File: src/design/sntp_reply_median_offset_top_macros.svh
// Assertion macros shared by the SNTP median offset filter modules.
// Included by the queue and back-end modules; no other dependencies.
`ifndef SNTP_REPLY_MEDIAN_OFFSET_TOP_MACROS_SVH
`define SNTP_REPLY_MEDIAN_OFFSET_TOP_MACROS_SVH

// Same-cycle implication, checked outside reset.
`define SMOF_ASSERT_NOW(label, clk, rst, ante, cons, msg) \
  label: assert property (@(posedge clk) disable iff (rst) (ante) |-> (cons)) \
    else $error(msg);

// Next-cycle implication, checked outside reset.
`define SMOF_ASSERT_NEXT(label, clk, rst, ante, cons, msg) \
  label: assert property (@(posedge clk) disable iff (rst) (ante) |=> (cons)) \
    else $error(msg);

`endif

File: src/design/smof_pkg.sv
// Package for the SNTP median offset filter: status codes, constants, queue entry types.
// No dependencies; imported by every module of the block.
`timescale 1ns / 1ps
`default_nettype none
package smof_pkg;

  localparam int OFS_W = 34;

  // NTP era to Unix epoch distance in seconds
  localparam logic [OFS_W-1:0] NTP_UNIX_DELTA = 34'h0_83AA_7E80;
  localparam logic [7:0]       MAX_STRATUM_RST = 8'd14;
  localparam logic [1:0]       LEAP_ALARM = 2'b11;

  typedef enum logic [1:0] {
    ST_OK      = 2'd0,
    ST_ALARM   = 2'd1,
    ST_STRATUM = 2'd2
  } status_t;

  typedef struct packed {
    status_t                 status;
    logic signed [OFS_W-1:0] sample;
  } cls_item_t;

  typedef struct packed {
    logic      valid;
    cls_item_t item;
  } q_entry_t;

endpackage
`default_nettype wire

File: src/design/smof_in_if.sv
// Request channel of the SNTP median offset filter: valid/ready plus one reply.
// No dependencies.
`timescale 1ns / 1ps
`default_nettype none
interface smof_in_if;
  logic        valid;
  logic        ready;
  logic [31:0] info_word;
  logic [31:0] recv_seconds;
  logic [31:0] local_seconds;

  modport source (output valid, output info_word, output recv_seconds,
                  output local_seconds, input ready);
  modport sink   (input valid, input info_word, input recv_seconds,
                  input local_seconds, output ready);
endinterface
`default_nettype wire

File: src/design/smof_out_if.sv
// Result channel of the SNTP median offset filter: valid/ready plus one result.
// No dependencies.
`timescale 1ns / 1ps
`default_nettype none
interface smof_out_if;
  logic              valid;
  logic              ready;
  logic [1:0]        status;
  logic signed [33:0] sample_offset;
  logic signed [33:0] system_offset;
  logic [3:0]        samples_held;

  modport source (output valid, output status, output sample_offset,
                  output system_offset, output samples_held, input ready);
  modport sink   (input valid, input status, input sample_offset,
                  input system_offset, input samples_held, output ready);
endinterface
`default_nettype wire

File: src/design/smof_front.sv
// Front end: accepts requests, holds the stratum limit, classifies each reply.
// Depends on smof_pkg and smof_in_if.
`timescale 1ns / 1ps
`default_nettype none
module smof_front
  import smof_pkg::*;
(
  input  wire logic     clk,
  input  wire logic     rst,
  smof_in_if.sink       request,
  input  wire logic     cfg_we,
  input  wire logic [7:0] cfg_wdata,
  input  wire logic     q_ready,
  output q_entry_t      push
);

  logic [7:0] max_stratum;
  logic [1:0] leap;
  logic [7:0] stratum;
  status_t    status;

  // Hold the stratum limit
  always_ff @(posedge clk) begin
    if (rst) begin
      max_stratum <= MAX_STRATUM_RST;
    end else if (cfg_we) begin
      max_stratum <= cfg_wdata;
    end
  end

  // Classify the reply; alarm wins over stratum
  always_comb begin
    leap    = request.info_word[31:30];
    stratum = request.info_word[23:16];
    if (leap == LEAP_ALARM) begin
      status = ST_ALARM;
    end else if (stratum == 8'd0 || stratum > max_stratum) begin
      status = ST_STRATUM;
    end else begin
      status = ST_OK;
    end
  end

  // Form the sample offset and push toward the back end
  always_comb begin
    push.valid       = request.valid;
    push.item.status = status;
    if (status == ST_OK) begin
      push.item.sample = {2'b00, request.recv_seconds} - {2'b00, request.local_seconds}
                         - NTP_UNIX_DELTA;
    end else begin
      push.item.sample = '0;
    end
  end

  assign request.ready = q_ready;

endmodule
`default_nettype wire

File: src/design/smof_queue.sv
// Two-entry queue between the classifying front end and the median back end.
// Depends on smof_pkg and the assertion macro header.
`timescale 1ns / 1ps
`default_nettype none
`include "sntp_reply_median_offset_top_macros.svh"
module smof_queue
  import smof_pkg::*;
(
  input  wire logic clk,
  input  wire logic rst,
  input  q_entry_t  push,
  output logic      push_ready,
  output q_entry_t  head,
  input  wire logic pop
);

  cls_item_t  slots [2];
  logic       wr_ptr;
  logic       rd_ptr;
  logic [1:0] fill;
  logic       do_push;
  logic       do_pop;

  assign push_ready = (fill != 2'd2);
  assign do_push    = push.valid && push_ready;
  assign do_pop     = pop && (fill != 2'd0);
  assign head.valid = (fill != 2'd0);
  assign head.item  = slots[rd_ptr];

  // Store pushed entries
  always_ff @(posedge clk) begin
    if (do_push) begin
      slots[wr_ptr] <= push.item;
    end
  end

  // Advance pointers and fill level
  always_ff @(posedge clk) begin
    if (rst) begin
      wr_ptr <= 1'b0;
      rd_ptr <= 1'b0;
      fill   <= 2'd0;
    end else begin
      if (do_push) begin
        wr_ptr <= ~wr_ptr;
      end
      if (do_pop) begin
        rd_ptr <= ~rd_ptr;
      end
      fill <= fill + 2'(do_push) - 2'(do_pop);
    end
  end

  `SMOF_ASSERT_NOW(a_fill_bound, clk, rst, 1'b1, fill <= 2'd2, "queue overfilled")
  `SMOF_ASSERT_NOW(a_ptr_track, clk, rst, fill == 2'd0 || fill == 2'd2, wr_ptr == rd_ptr, "pointers out of step with fill")
  `SMOF_ASSERT_NEXT(a_pop_drains, clk, rst, do_pop && !do_push, fill == $past(fill) - 2'd1, "pop did not drain")

endmodule
`default_nettype wire

File: src/design/smof_back.sv
// Back end: keeps the offset window, ranks it one sample a cycle, drives results.
// Depends on smof_pkg, smof_out_if and the assertion macro header.
`timescale 1ns / 1ps
`default_nettype none
`include "sntp_reply_median_offset_top_macros.svh"
module smof_back
  import smof_pkg::*;
#(
  parameter int HELD_SAMPLES = 8,
  parameter int CNT_W        = 4,
  parameter int IDX_W        = 3
) (
  input  wire logic clk,
  input  wire logic rst,
  input  q_entry_t  head,
  output logic      pop,
  smof_out_if.source result
);

  typedef enum logic [2:0] {
    B_IDLE  = 3'b001,
    B_RANK  = 3'b010,
    B_FINAL = 3'b100
  } back_state_t;

  back_state_t             state;
  logic signed [OFS_W-1:0] win [HELD_SAMPLES];
  logic [CNT_W-1:0]        count;
  logic [IDX_W-1:0]        oldest;
  logic [IDX_W-1:0]        idx;
  logic [IDX_W-1:0]        wr_slot;
  logic                    full;
  logic                    out_free;
  logic signed [OFS_W-1:0] median;
  logic signed [OFS_W-1:0] mid_hi;
  logic signed [OFS_W-1:0] mid_lo;
  logic signed [OFS_W-1:0] cur;
  logic [CNT_W-1:0]        rank;
  logic [CNT_W-1:0]        half;
  logic signed [OFS_W:0]   pair_sum;
  logic signed [OFS_W:0]   pair_half;
  logic signed [OFS_W-1:0] mid_next;
  logic                    take_ok;

  assign full     = (count == CNT_W'(HELD_SAMPLES));
  assign out_free = !result.valid || result.ready;
  assign pop      = (state == B_IDLE) && head.valid && out_free;
  assign take_ok  = pop && (head.item.status == ST_OK);
  assign wr_slot  = full ? oldest : count[IDX_W-1:0];
  assign half     = count >> 1;

  // Rank the current sample against every held sample; ties break by slot
  always_comb begin
    cur  = win[idx];
    rank = '0;
    for (int j = 0; j < HELD_SAMPLES; j++) begin
      if (CNT_W'(j) < count &&
          (win[j] < cur || (win[j] == cur && IDX_W'(j) < idx))) begin
        rank = rank + CNT_W'(1);
      end
    end
  end

  // Average the middle pair toward zero, pick the middle, drop a one-second jitter
  always_comb begin
    pair_sum  = {mid_hi[OFS_W-1], mid_hi} + {mid_lo[OFS_W-1], mid_lo};
    pair_half = pair_sum >>> 1;
    if (count[0]) begin
      mid_next = mid_hi;
    end else begin
      mid_next = pair_half[OFS_W-1:0] + OFS_W'(pair_sum[OFS_W] & pair_sum[0]);
    end
    if (mid_next == OFS_W'(1) || mid_next == '1) begin
      mid_next = '0;
    end
  end

  // Write accepted samples into the ring
  always_ff @(posedge clk) begin
    if (take_ok) begin
      win[wr_slot] <= head.item.sample;
    end
  end

  // Capture the middle values during the scan
  always_ff @(posedge clk) begin
    if (state == B_RANK && CNT_W'(idx) < count) begin
      if (rank == half) begin
        mid_hi <= cur;
      end
      if (rank == half - CNT_W'(1)) begin
        mid_lo <= cur;
      end
    end
  end

  // Sequence the window update, the scan and the result
  always_ff @(posedge clk) begin
    if (rst) begin
      state        <= B_IDLE;
      count        <= '0;
      oldest       <= '0;
      idx          <= '0;
      median       <= '0;
      result.valid <= 1'b0;
    end else begin
      case (state)
        B_IDLE: begin
          if (take_ok) begin
            if (full) begin
              oldest <= (oldest == IDX_W'(HELD_SAMPLES - 1)) ? '0 : oldest + IDX_W'(1);
            end else begin
              count <= count + CNT_W'(1);
            end
            idx   <= '0;
            state <= B_RANK;
          end
          // Raise a rejected result at once, or retire the one taken
          if (pop && head.item.status != ST_OK) begin
            result.valid <= 1'b1;
          end else if (result.valid && result.ready) begin
            result.valid <= 1'b0;
          end
        end
        B_RANK: begin
          if (idx == IDX_W'(HELD_SAMPLES - 1)) begin
            state <= B_FINAL;
          end else begin
            idx <= idx + IDX_W'(1);
          end
        end
        B_FINAL: begin
          median       <= mid_next;
          result.valid <= 1'b1;
          state        <= B_IDLE;
        end
        default: begin
          state <= B_IDLE;
        end
      endcase
    end
  end

  // Load the result payload
  always_ff @(posedge clk) begin
    if (pop && head.item.status != ST_OK) begin
      result.status        <= head.item.status;
      result.sample_offset <= '0;
      result.system_offset <= median;
      result.samples_held  <= 4'(count);
    end else if (take_ok) begin
      result.status        <= ST_OK;
      result.sample_offset <= head.item.sample;
    end else if (state == B_FINAL) begin
      result.system_offset <= mid_next;
      result.samples_held  <= 4'(count);
    end
  end

  `SMOF_ASSERT_NOW(a_final_free, clk, rst, state == B_FINAL, !result.valid,
                   "result slot busy at end of scan")
  `SMOF_ASSERT_NOW(a_count_bound, clk, rst, 1'b1, count <= CNT_W'(HELD_SAMPLES),
                   "window count past depth")
  `SMOF_ASSERT_NEXT(a_count_grows, clk, rst, 1'b1, count >= $past(count),
                    "window count shrank")
  `SMOF_ASSERT_NOW(a_reject_zero, clk, rst, result.valid && result.status != ST_OK,
                   result.sample_offset == '0, "rejected reply carries an offset")

endmodule
`default_nettype wire

File: src/design/sntp_reply_median_offset_top.sv
// SNTP reply median offset filter, top level.
// Request channel: valid/ready with info_word, recv_seconds and local_seconds of
// one reply. Result channel: valid/ready with status, sample_offset,
// system_offset and samples_held; exactly one result per accepted request.
// cfg_we/cfg_wdata write max_stratum (reset 14); the user must write it only while
// the block is idle, as the block does not enforce this. A two-entry queue parts
// request intake from the back end, so requests are taken while a result waits.
// A rejected reply's result is registered when the back end pops it from the queue.
// An accepted reply is written into the window, then the window is ranked one
// sample per cycle against all held samples; the back end takes no further queued
// reply while that rank scan runs.
// A stalled result holds its payload; the back end takes no queued reply until
// the result is taken, and the request side stalls once the queue is full.
// Synchronous reset empties the window and queue, zeroes the median and drops
// any pending result; the window needs no clearing pass.
// Depends on smof_pkg, smof_in_if, smof_out_if, smof_front, smof_queue, smof_back.
`timescale 1ns / 1ps
`default_nettype none
module sntp_reply_median_offset_top
  import smof_pkg::*;
#(
  parameter int HELD_SAMPLES = 8
) (
  input  wire logic       clk,
  input  wire logic       rst,
  smof_in_if.sink         request,
  smof_out_if.source      result,
  input  wire logic       cfg_we,
  input  wire logic [7:0] cfg_wdata
);

  localparam int CNT_W = $clog2(HELD_SAMPLES + 1);
  localparam int IDX_W = (HELD_SAMPLES > 1) ? $clog2(HELD_SAMPLES) : 1;

  q_entry_t push;
  q_entry_t head;
  logic     q_ready;
  logic     pop;

  // Classify requests
  smof_front u_front (
    .clk       (clk),
    .rst       (rst),
    .request   (request),
    .cfg_we    (cfg_we),
    .cfg_wdata (cfg_wdata),
    .q_ready   (q_ready),
    .push      (push)
  );

  // Decouple front and back
  smof_queue u_queue (
    .clk        (clk),
    .rst        (rst),
    .push       (push),
    .push_ready (q_ready),
    .head       (head),
    .pop        (pop)
  );

  // Update the window and rank it
  smof_back #(
    .HELD_SAMPLES (HELD_SAMPLES),
    .CNT_W        (CNT_W),
    .IDX_W        (IDX_W)
  ) u_back (
    .clk    (clk),
    .rst    (rst),
    .head   (head),
    .pop    (pop),
    .result (result)
  );

endmodule
`default_nettype wire
File: src/flat_wrapper.sv
// flat-port wrapper written by rule: the top's interface ports become plain ports
module sntp_reply_median_offset_top_flat import smof_pkg::*;
#(
  parameter int HELD_SAMPLES = 8
)
  (clk, rst, cfg_we, cfg_wdata, request_valid, request_info_word, request_recv_seconds, request_local_seconds, request_ready, result_valid, result_status, result_sample_offset, result_system_offset, result_samples_held, result_ready);
  smof_in_if request_i ();
  smof_out_if result_i ();
  input  wire logic clk;
  input  wire logic rst;
  input  wire logic cfg_we;
  input  wire logic [7:0] cfg_wdata;
  input wire logic [$bits(request_i.valid)-1:0] request_valid;
  input wire logic [$bits(request_i.info_word)-1:0] request_info_word;
  input wire logic [$bits(request_i.recv_seconds)-1:0] request_recv_seconds;
  input wire logic [$bits(request_i.local_seconds)-1:0] request_local_seconds;
  output wire logic [$bits(request_i.ready)-1:0] request_ready;
  output wire logic [$bits(result_i.valid)-1:0] result_valid;
  output wire logic [$bits(result_i.status)-1:0] result_status;
  output wire logic [$bits(result_i.sample_offset)-1:0] result_sample_offset;
  output wire logic [$bits(result_i.system_offset)-1:0] result_system_offset;
  output wire logic [$bits(result_i.samples_held)-1:0] result_samples_held;
  input wire logic [$bits(result_i.ready)-1:0] result_ready;
  assign request_i.valid = request_valid;
  assign request_i.info_word = request_info_word;
  assign request_i.recv_seconds = request_recv_seconds;
  assign request_i.local_seconds = request_local_seconds;
  assign request_ready = request_i.ready;
  assign result_valid = result_i.valid;
  assign result_status = result_i.status;
  assign result_sample_offset = result_i.sample_offset;
  assign result_system_offset = result_i.system_offset;
  assign result_samples_held = result_i.samples_held;
  assign result_i.ready = result_ready;
  sntp_reply_median_offset_top #(.HELD_SAMPLES(HELD_SAMPLES)) u_core (.clk(clk), .rst(rst), .request(request_i), .result(result_i), .cfg_we(cfg_we), .cfg_wdata(cfg_wdata));
endmodule
File: config.mk
export PLATFORM = sky130hd
export DESIGN_NAME = sntp_reply_median_offset_top_flat
export DESIGN_NICKNAME = d
export VERILOG_FILES = /design/src/design/smof_pkg.sv /design/src/design/smof_in_if.sv /design/src/design/smof_out_if.sv /design/src/design/smof_front.sv /design/src/design/smof_queue.sv /design/src/design/smof_back.sv /design/src/design/sntp_reply_median_offset_top.sv /design/src/flat_wrapper.sv
export VERILOG_INCLUDE_DIRS = /design/src /design/src/design
export SDC_FILE = /design/constraint.sdc
export NUM_CORES = 1
export LEC_CHECK = 0
export BUFFER_PORTS_ARGS = -buffer_cell sky130_fd_sc_hd__buf_4
export CAP_MARGIN = 20
export CORE_MARGIN = 8
export CORE_UTILIZATION = 63
export DETAILED_ROUTE_END_ITERATION = 12
export GPL_ROUTABILITY_DRIVEN = 0
export PLACE_DENSITY = 0.84
export SLEW_MARGIN = 5
export SYNTH_ARGS = -nofsm -noshare
export SYNTH_HDL_FRONTEND = slang
export SYNTH_HIERARCHICAL = 1
export SYNTH_SLANG_ARGS = --single-unit
export TNS_END_PERCENT = 50
File: constraint.sdc
create_clock -name clk -period 18.5 [get_ports clk]
set_clock_uncertainty 0.1 [all_clocks]
set_input_delay 2.775 -clock clk [delete_from_list [all_inputs] [get_ports clk]]
set_output_delay 2.775 -clock clk [all_outputs]
set_load 0.03 [all_outputs]
# [After elaboration in Yosys (flattened, before gate mapping)]
# Memory sizes are Yosys's and may differ from the RTL's. A register that Yosys moved wholly into a read port is not among the register bits.
# Index checks and enable logic that the tools add are counted.
[op_classes] eq_ne=25 addsub=17 muxes=40 order_cmp=26 n_bitwise=4 n_reduce_logical=53
[op_table] cell="$eq 34x34->1" n=8
[op_table] cell="$lt 34x34->1" n=8
[op_table] cell="$mux 34" n=6
[op_table] cell="$mux 4" n=9
[op_table] cell="$add 34x34->35" n=1
[op_table] cell="$add 34x1->34" n=1
[op_table] cell="$eq 34x2->1 const B" n=1
[op_table] cell="$eq 34x34->1 const B" n=1
[op_table] cell="$sub 33x33->34 const B" n=1
[op_table] cell="$sub 32x32->33" n=1
[op_table] cell="$add 4x1->4 const B" n=7
[op_table] cell="$logic_and 1x1->1" n=24
[op_table] cell="$mux 3" n=8
[op_table] cell="$lt 3x4->1 const A" n=4
[op_table] cell="$lt 3x3->1 const A" n=4
[op_table] cell="$pmux 3 s2" n=2
[op_table] cell="$reduce_bool 2->1" n=6
[op_table] cell="$logic_or 1x1->1" n=11
[op_table] cell="$mux 2" n=5
[op_table] cell="$reduce_and 2->1" n=5
[op_table] cell="$eq 3x3->1 const B" n=3
[op_table] cell="$mux 1" n=9
[op_table] cell="$reduce_and 3->1" n=3
[op_table] cell="$gt 8x8->1" n=1
[op_table] cell="25 further kinds" n=36
[word_totals] inputBits=109 n_memories=2 register_bits=202 ramBits=344 output_inout_bits=76 word_cells=183
[mem_list] memory="u_core.u_back.win" words=8 word_bits=34 read_ports=9 rd_clocked_by_memory_dff=1 write_ports=1 line="smof_back.sv:27" text="logic signed [OFS_W-1:0] win [HELD_SAMPLES];"
[mem_list] memory="u_core.u_queue.slots" words=2 word_bits=36 read_ports=1 rd_clocked_by_memory_dff=1 write_ports=1 line="smof_queue.sv:17" text="cls_item_t slots [2];"

# [Logic depth before layout (Yosys ltp)]
# An unclocked memory read counts as a cell.
[logic_depth] word_depth=22 depth_mapped=36 ltp_nobuf=34

# [Modules after synthesis]
# The synthesis kept the hierarchy.
[by_module_without_submodules] module="smof_back" area_per_inst_um2=27946.8 seq_area_each_um2=13112.6 cells_per_inst=2372 instances=1
[by_module_without_submodules] module="smof_front" area_per_inst_um2=3594.7 seq_area_each_um2=160.2 cells_per_inst=531 instances=1
[by_module_without_submodules] module="smof_queue" area_per_inst_um2=2866.5 seq_area_each_um2=2262.2 cells_per_inst=141 instances=1

# [Least setup slack after synthesis]
# OpenSTA, ideal clock, no wires.
[synth_timing] path_type="flip-flop to flip-flop" from="register (tool-made name)" to="register u_core.u_back.mid_lo[0], enable pin" path_slack_ns=4.288 setup_time_ns=0.608 arrival_time_ns=13.504 stages_incl_launch_ff=35 path_cell_list="dfxtp_1 > clkbuf_1 > buf_1 > buf_1 > mux4_2 > mux2i_1 > ha_1 > a21o_1 > a21o_1 > a211oi_1 > o21ai_0 > a221oi_1 > o21a_1 > o21a_1 > nor2_1 > a211oi_1 > o21a_1 > o21ai_0 > a32oi_1 > ha_1 > xnor2_1 > inv_1 > ha_1 > mux2_2 > ha_1 > mux2_2 > ha_1 > mux2_2 > ha_1 > mux2_2 > ha_1 > a21boi_0 > xnor2_1 > xor2_1 > a2111oi_0"
[synth_lines] element="to (signal assigned)" line="smof_back.sv:92" text="mid_lo <= cur;"
[synth_lines] element="to (decl)" line="smof_back.sv:36" text="logic signed [OFS_W-1:0] mid_lo;"

==> results.json <==
{
  "fin_crit_ns": 11.16,
  "grt_setup_unrepaired": "false",
  "arrival_ns": 11.33,
  "yosys-top-cells-area": "edfxtp_1 39%, ha_1 13%, dfxtp_1 5.7%, mux4_2 4.5%, a21oi_1 2.9%",
  "synth_ff_type": "edfxtp_1",
  "rr_worst_depth": 34,
  "cp_max_fo": 38,
  "power_frac_clock_pct": 29.2,
  "crit_type": "reg2reg",
  "synth.top_cell.area_share_pct": 39.4,
  "drt_iter0_markers": 3441,
  "setup_violations": 0,
  "cp_top_family": "compound AO/OA/AOI/OAI gates",
  "ios": 185,
  "synth_cells": 3044,
  "grt_pass1_vias": 28200,
  "cts_buffer_depth": 3,
  "crit_buf_inv": 4,
  "hold_depth": 2,
  "worstMarginPinSlew_ns": 1.08,
  "root_buffer": "clkbuf_16",
  "powerDensity_mw_per_mm2": 109,
  "pre_cts_slack_ns": 7.42,
  "htreeDepth": 2,
  "postCtsSetupBuffers": 0,
  "critical_path_depth": 34,
  "cp.required_ns": 18.67,
  "comb_power_share_pct": 31.7,
  "io_buffers": 162,
  "cts_tree": "yes",
  "fmax_mhz": 89.6,
  "syn_area_per_cell_um2": 11.3,
  "drv_slew": 0,
  "syn_to_final_growth_pct": 12.0,
  "timing.rr.end": "u_core/u_back/mid_lo[31]$_DFFE_PP_",
  "end_kind": "flop",
  "hold_viol": 0,
  "ir_drop_mv": 0.131,
  "ys_warn_count": 6,
  "routedWlPerCell_um": 25.5,
  "grt_pass1_wl_um": 155000,
  "layoutNonFillerInstCount": 3951,
  "yosys.area.top_type": "edfxtp_1",
  "pwr-share-seq_pct": 39.1,
  "fin_crit_sh_pct": 60.3,
  "syn_area_mm2": 0.0344,
  "grt.total_usage_pct": 31.1,
  "switching_share_pct": 34.6,
  "internal_power_uw": 2760,
  "yosysUniqueCellTypes": 121,
  "clkTransAtPathRegs_ns": 0.06,
  "status": "finished clean",
  "grt_max_degree": 69,
  "tns_ns": 0,
  "r2r_setup_slack_ns": 7.34,
  "drive_above_1_share_pct": 14.9,
  "rows": 85,
  "syn_nets": 3521,
  "drc_errors": 0,
  "cts_sinks": 550,
  "final_antenna_net_count": 0,
  "synth_edf_count": 452,
  "grt_overflow": 0,
  "cellLeakagePower_uw": 0.0149,
  "dp_cells": 3836,
  "route.detailed.vias_per_inst": 7.07,
  "min_path_type": "reg2reg",
  "crit_top_cell": "ha_1",
  "slowest_delay_ns": 0.80,
  "ctsResizeCount": 0,
  "hold_buffers": 0,
  "initial_core_util_pct": 63.8,
  "drt-pass1-iter-count": 8,
  "hold_path_end": "u_core/u_back/median[31]$_SDFFE_PP0P_",
  "critPathLaunchType": "flop",
  "die-area_mm2": 0.0624,
  "cts_inserted_buffers": 57,
  "synth_async_sr_flop_share_pct": 0,
  "core_mm2": 0.0539,
  "num_vias": 27900,
  "setup_slack_ns": 7.34,
  "die_h_um": 250,
  "cp_slowest_cell": "dfxtp_4",
  "clock_latency_ns": 0.64,
  "hold_path.startpoint": "u_core/u_back/median[31]$_SDFFE_PP0P_",
  "synth-seq-cells": 550,
  "nNetsFinal": 3681,
  "hpwl_um": 72400,
  "antenna_found_initial": 1,
  "wl_um": 101000,
  "slew_headroom_pct": 26.2,
  "die_w_um": 250,
  "p_sw_uw": 1460,
  "drv_cap": 0,
  "ys_seq_area_share_pct": 45.1
}
## flip-flops by register name, indices dropped and copies added, names as in the netlist, 4 cells and up, named ones only
name	flops
u_core/u_back/win	272
u_core/u_back/median	34
u_core/u_front/max_stratum	8
u_core/u_back/result.sample_offset	34
u_core/u_queue/slots	72
u_core/u_back/result.samples_held	4
u_core/u_back/mid_lo	34
u_core/u_back/result.system_offset	34
u_core/u_back/mid_hi	34
u_core/u_back/count	4
## worst max path at each step
stage          start  slack (ns)                                 end
3_3_place_gp    flop        7.78   u_core/u_back/mid_lo[2]$_DFFE_PP_
6_report        flop        7.34  u_core/u_back/mid_lo[31]$_DFFE_PP_
5_1_grt         flop        6.93  u_core/u_back/mid_lo[29]$_DFFE_PP_
4_1_cts         flop        7.35   u_core/u_back/mid_lo[9]$_DFFE_PP_
3_5_place_dp    flop        7.42   u_core/u_back/mid_lo[2]$_DFFE_PP_
2_1_floorplan   flop        4.29   u_core/u_back/mid_lo[0]$_DFFE_PP_
## logic make-up (layout without fill, tap and decap cells)
| logic type | Yosys count | after routing | synth area share (%) |
|---|---|---|---|
| other cells | 0 | 2 | 0 |
| compound gates | 789 | 789 | 15.8 |
| buf+inv | 226 | 435 | 2.76 |
| fa+ha+maj | 368 | 368 | 13.4 |
| mux | 165 | 165 | 7.43 |
| xor+xnor | 81 | 81 | 2.19 |
| flops | 550 | 550 | 45.1 |
| simple gates | 865 | 865 | 13.2 |
## Yosys cell counts, drive strengths merged, types with 8 or more instances
cell	number
edfxtp	452
ha	366
nand2	239
a21oi	204
nor2	177
o21ai	159
inv	123
dfxtp	98
nand4	92
a21o	78
mux4	68
clkbuf	62
mux2i	53
nand3	53
xnor2	52
nor3	51
o31ai	50
mux2	44
buf	40
a22o	36
nor4	34
a211oi	31
nand2b	31
nor2b	31
and3	30
o21a	27
xor2	27
o211ai	26
and4	24
a31oi	21
and2	19
or2	18
or3	18
a211o	14
a32o	11
a2111oi	10
a21boi	10
o311ai	10
a221oi	9
nor3b	9
o21bai	9
o2111ai	8
o31a	8
or4b	8
## stage by stage
stage | util (%) | power (µW) | hold slack, ns | cell area, µm²
finish | 71.5 | 4220 | 0.350 | 38500
global route | 71.4 | 4370 | 0.374 | 38500
CTS | 71.3 | 4200 | 0.355 | 38500
detailed placement | 67.6 | 2960 | 0.341 | 36400
global placement | 67.5 | 2890 | 0.333 | 36400
floorplan | - | 2490 | 0.325 | 34400
## routing by layer
metal,vias up,wire (µm),track usage (%)
met3,517,9910,6.24
met4,0,7280,20.1
met5,-,0,0
met2,1802,48000,52.5
li1,12200,-,-
met1,13400,35400,36.0
## final cells by class
cell class	instances	area, µm²
fillers	3492	15400
clock buffers	76	1670
well taps	696	871
diodes	2	5.00
repair buffers	203	1540
inverters	124	465
clock inverters	32	379
flip-flops and latches	550	15500
multi-input cells	2268	18100
## cells in the final DEF, fill, tap and decap left out, types with 18 or more instances in the layout
master / instances
and3_1: 30
o21a_1: 27
o31ai_1: 36
nand4_1: 90
mux2_1: 36
a211oi_1: 27
ha_1: 366
inv_1: 123
nor2b_1: 30
xor2_1: 27
edfxtp_1: 452
nor2_1: 169
o21ai_1: 25
a21oi_1: 197
mux2i_1: 53
o211ai_1: 25
nor3_1: 49
nor4_1: 23
a21o_1: 75
a31oi_1: 20
o21ai_0: 132
buf_4: 201
xnor2_1: 50
and2_1: 18
dfxtp_1: 94
nand3_1: 53
nand2_1: 238
mux4_2: 68
nand2b_1: 31
clkbuf_16: 63
and4_1: 24
a22o_1: 36
## worst reg2reg max path, delay by kind of cell, from the launching register on
family          cells  cell delay (ns)
xor+xnor            3             0.76
buf+inv             4             1.58
mux                 6             2.19
compound gates     11             3.12
flops               1             0.80
simple gates        3             0.32
fa+ha+maj           7             1.91
## power groups by stage
stage	clock network [µW]	registers, µW	logic, µW
floorplan	0	1820	672
global placement	0	1670	1230
detailed placement	0	1670	1290
CTS	1240	1650	1300
global route	1290	1660	1420
finish	1230	1650	1340
Note: power is estimated with default switching activity, not from simulation.
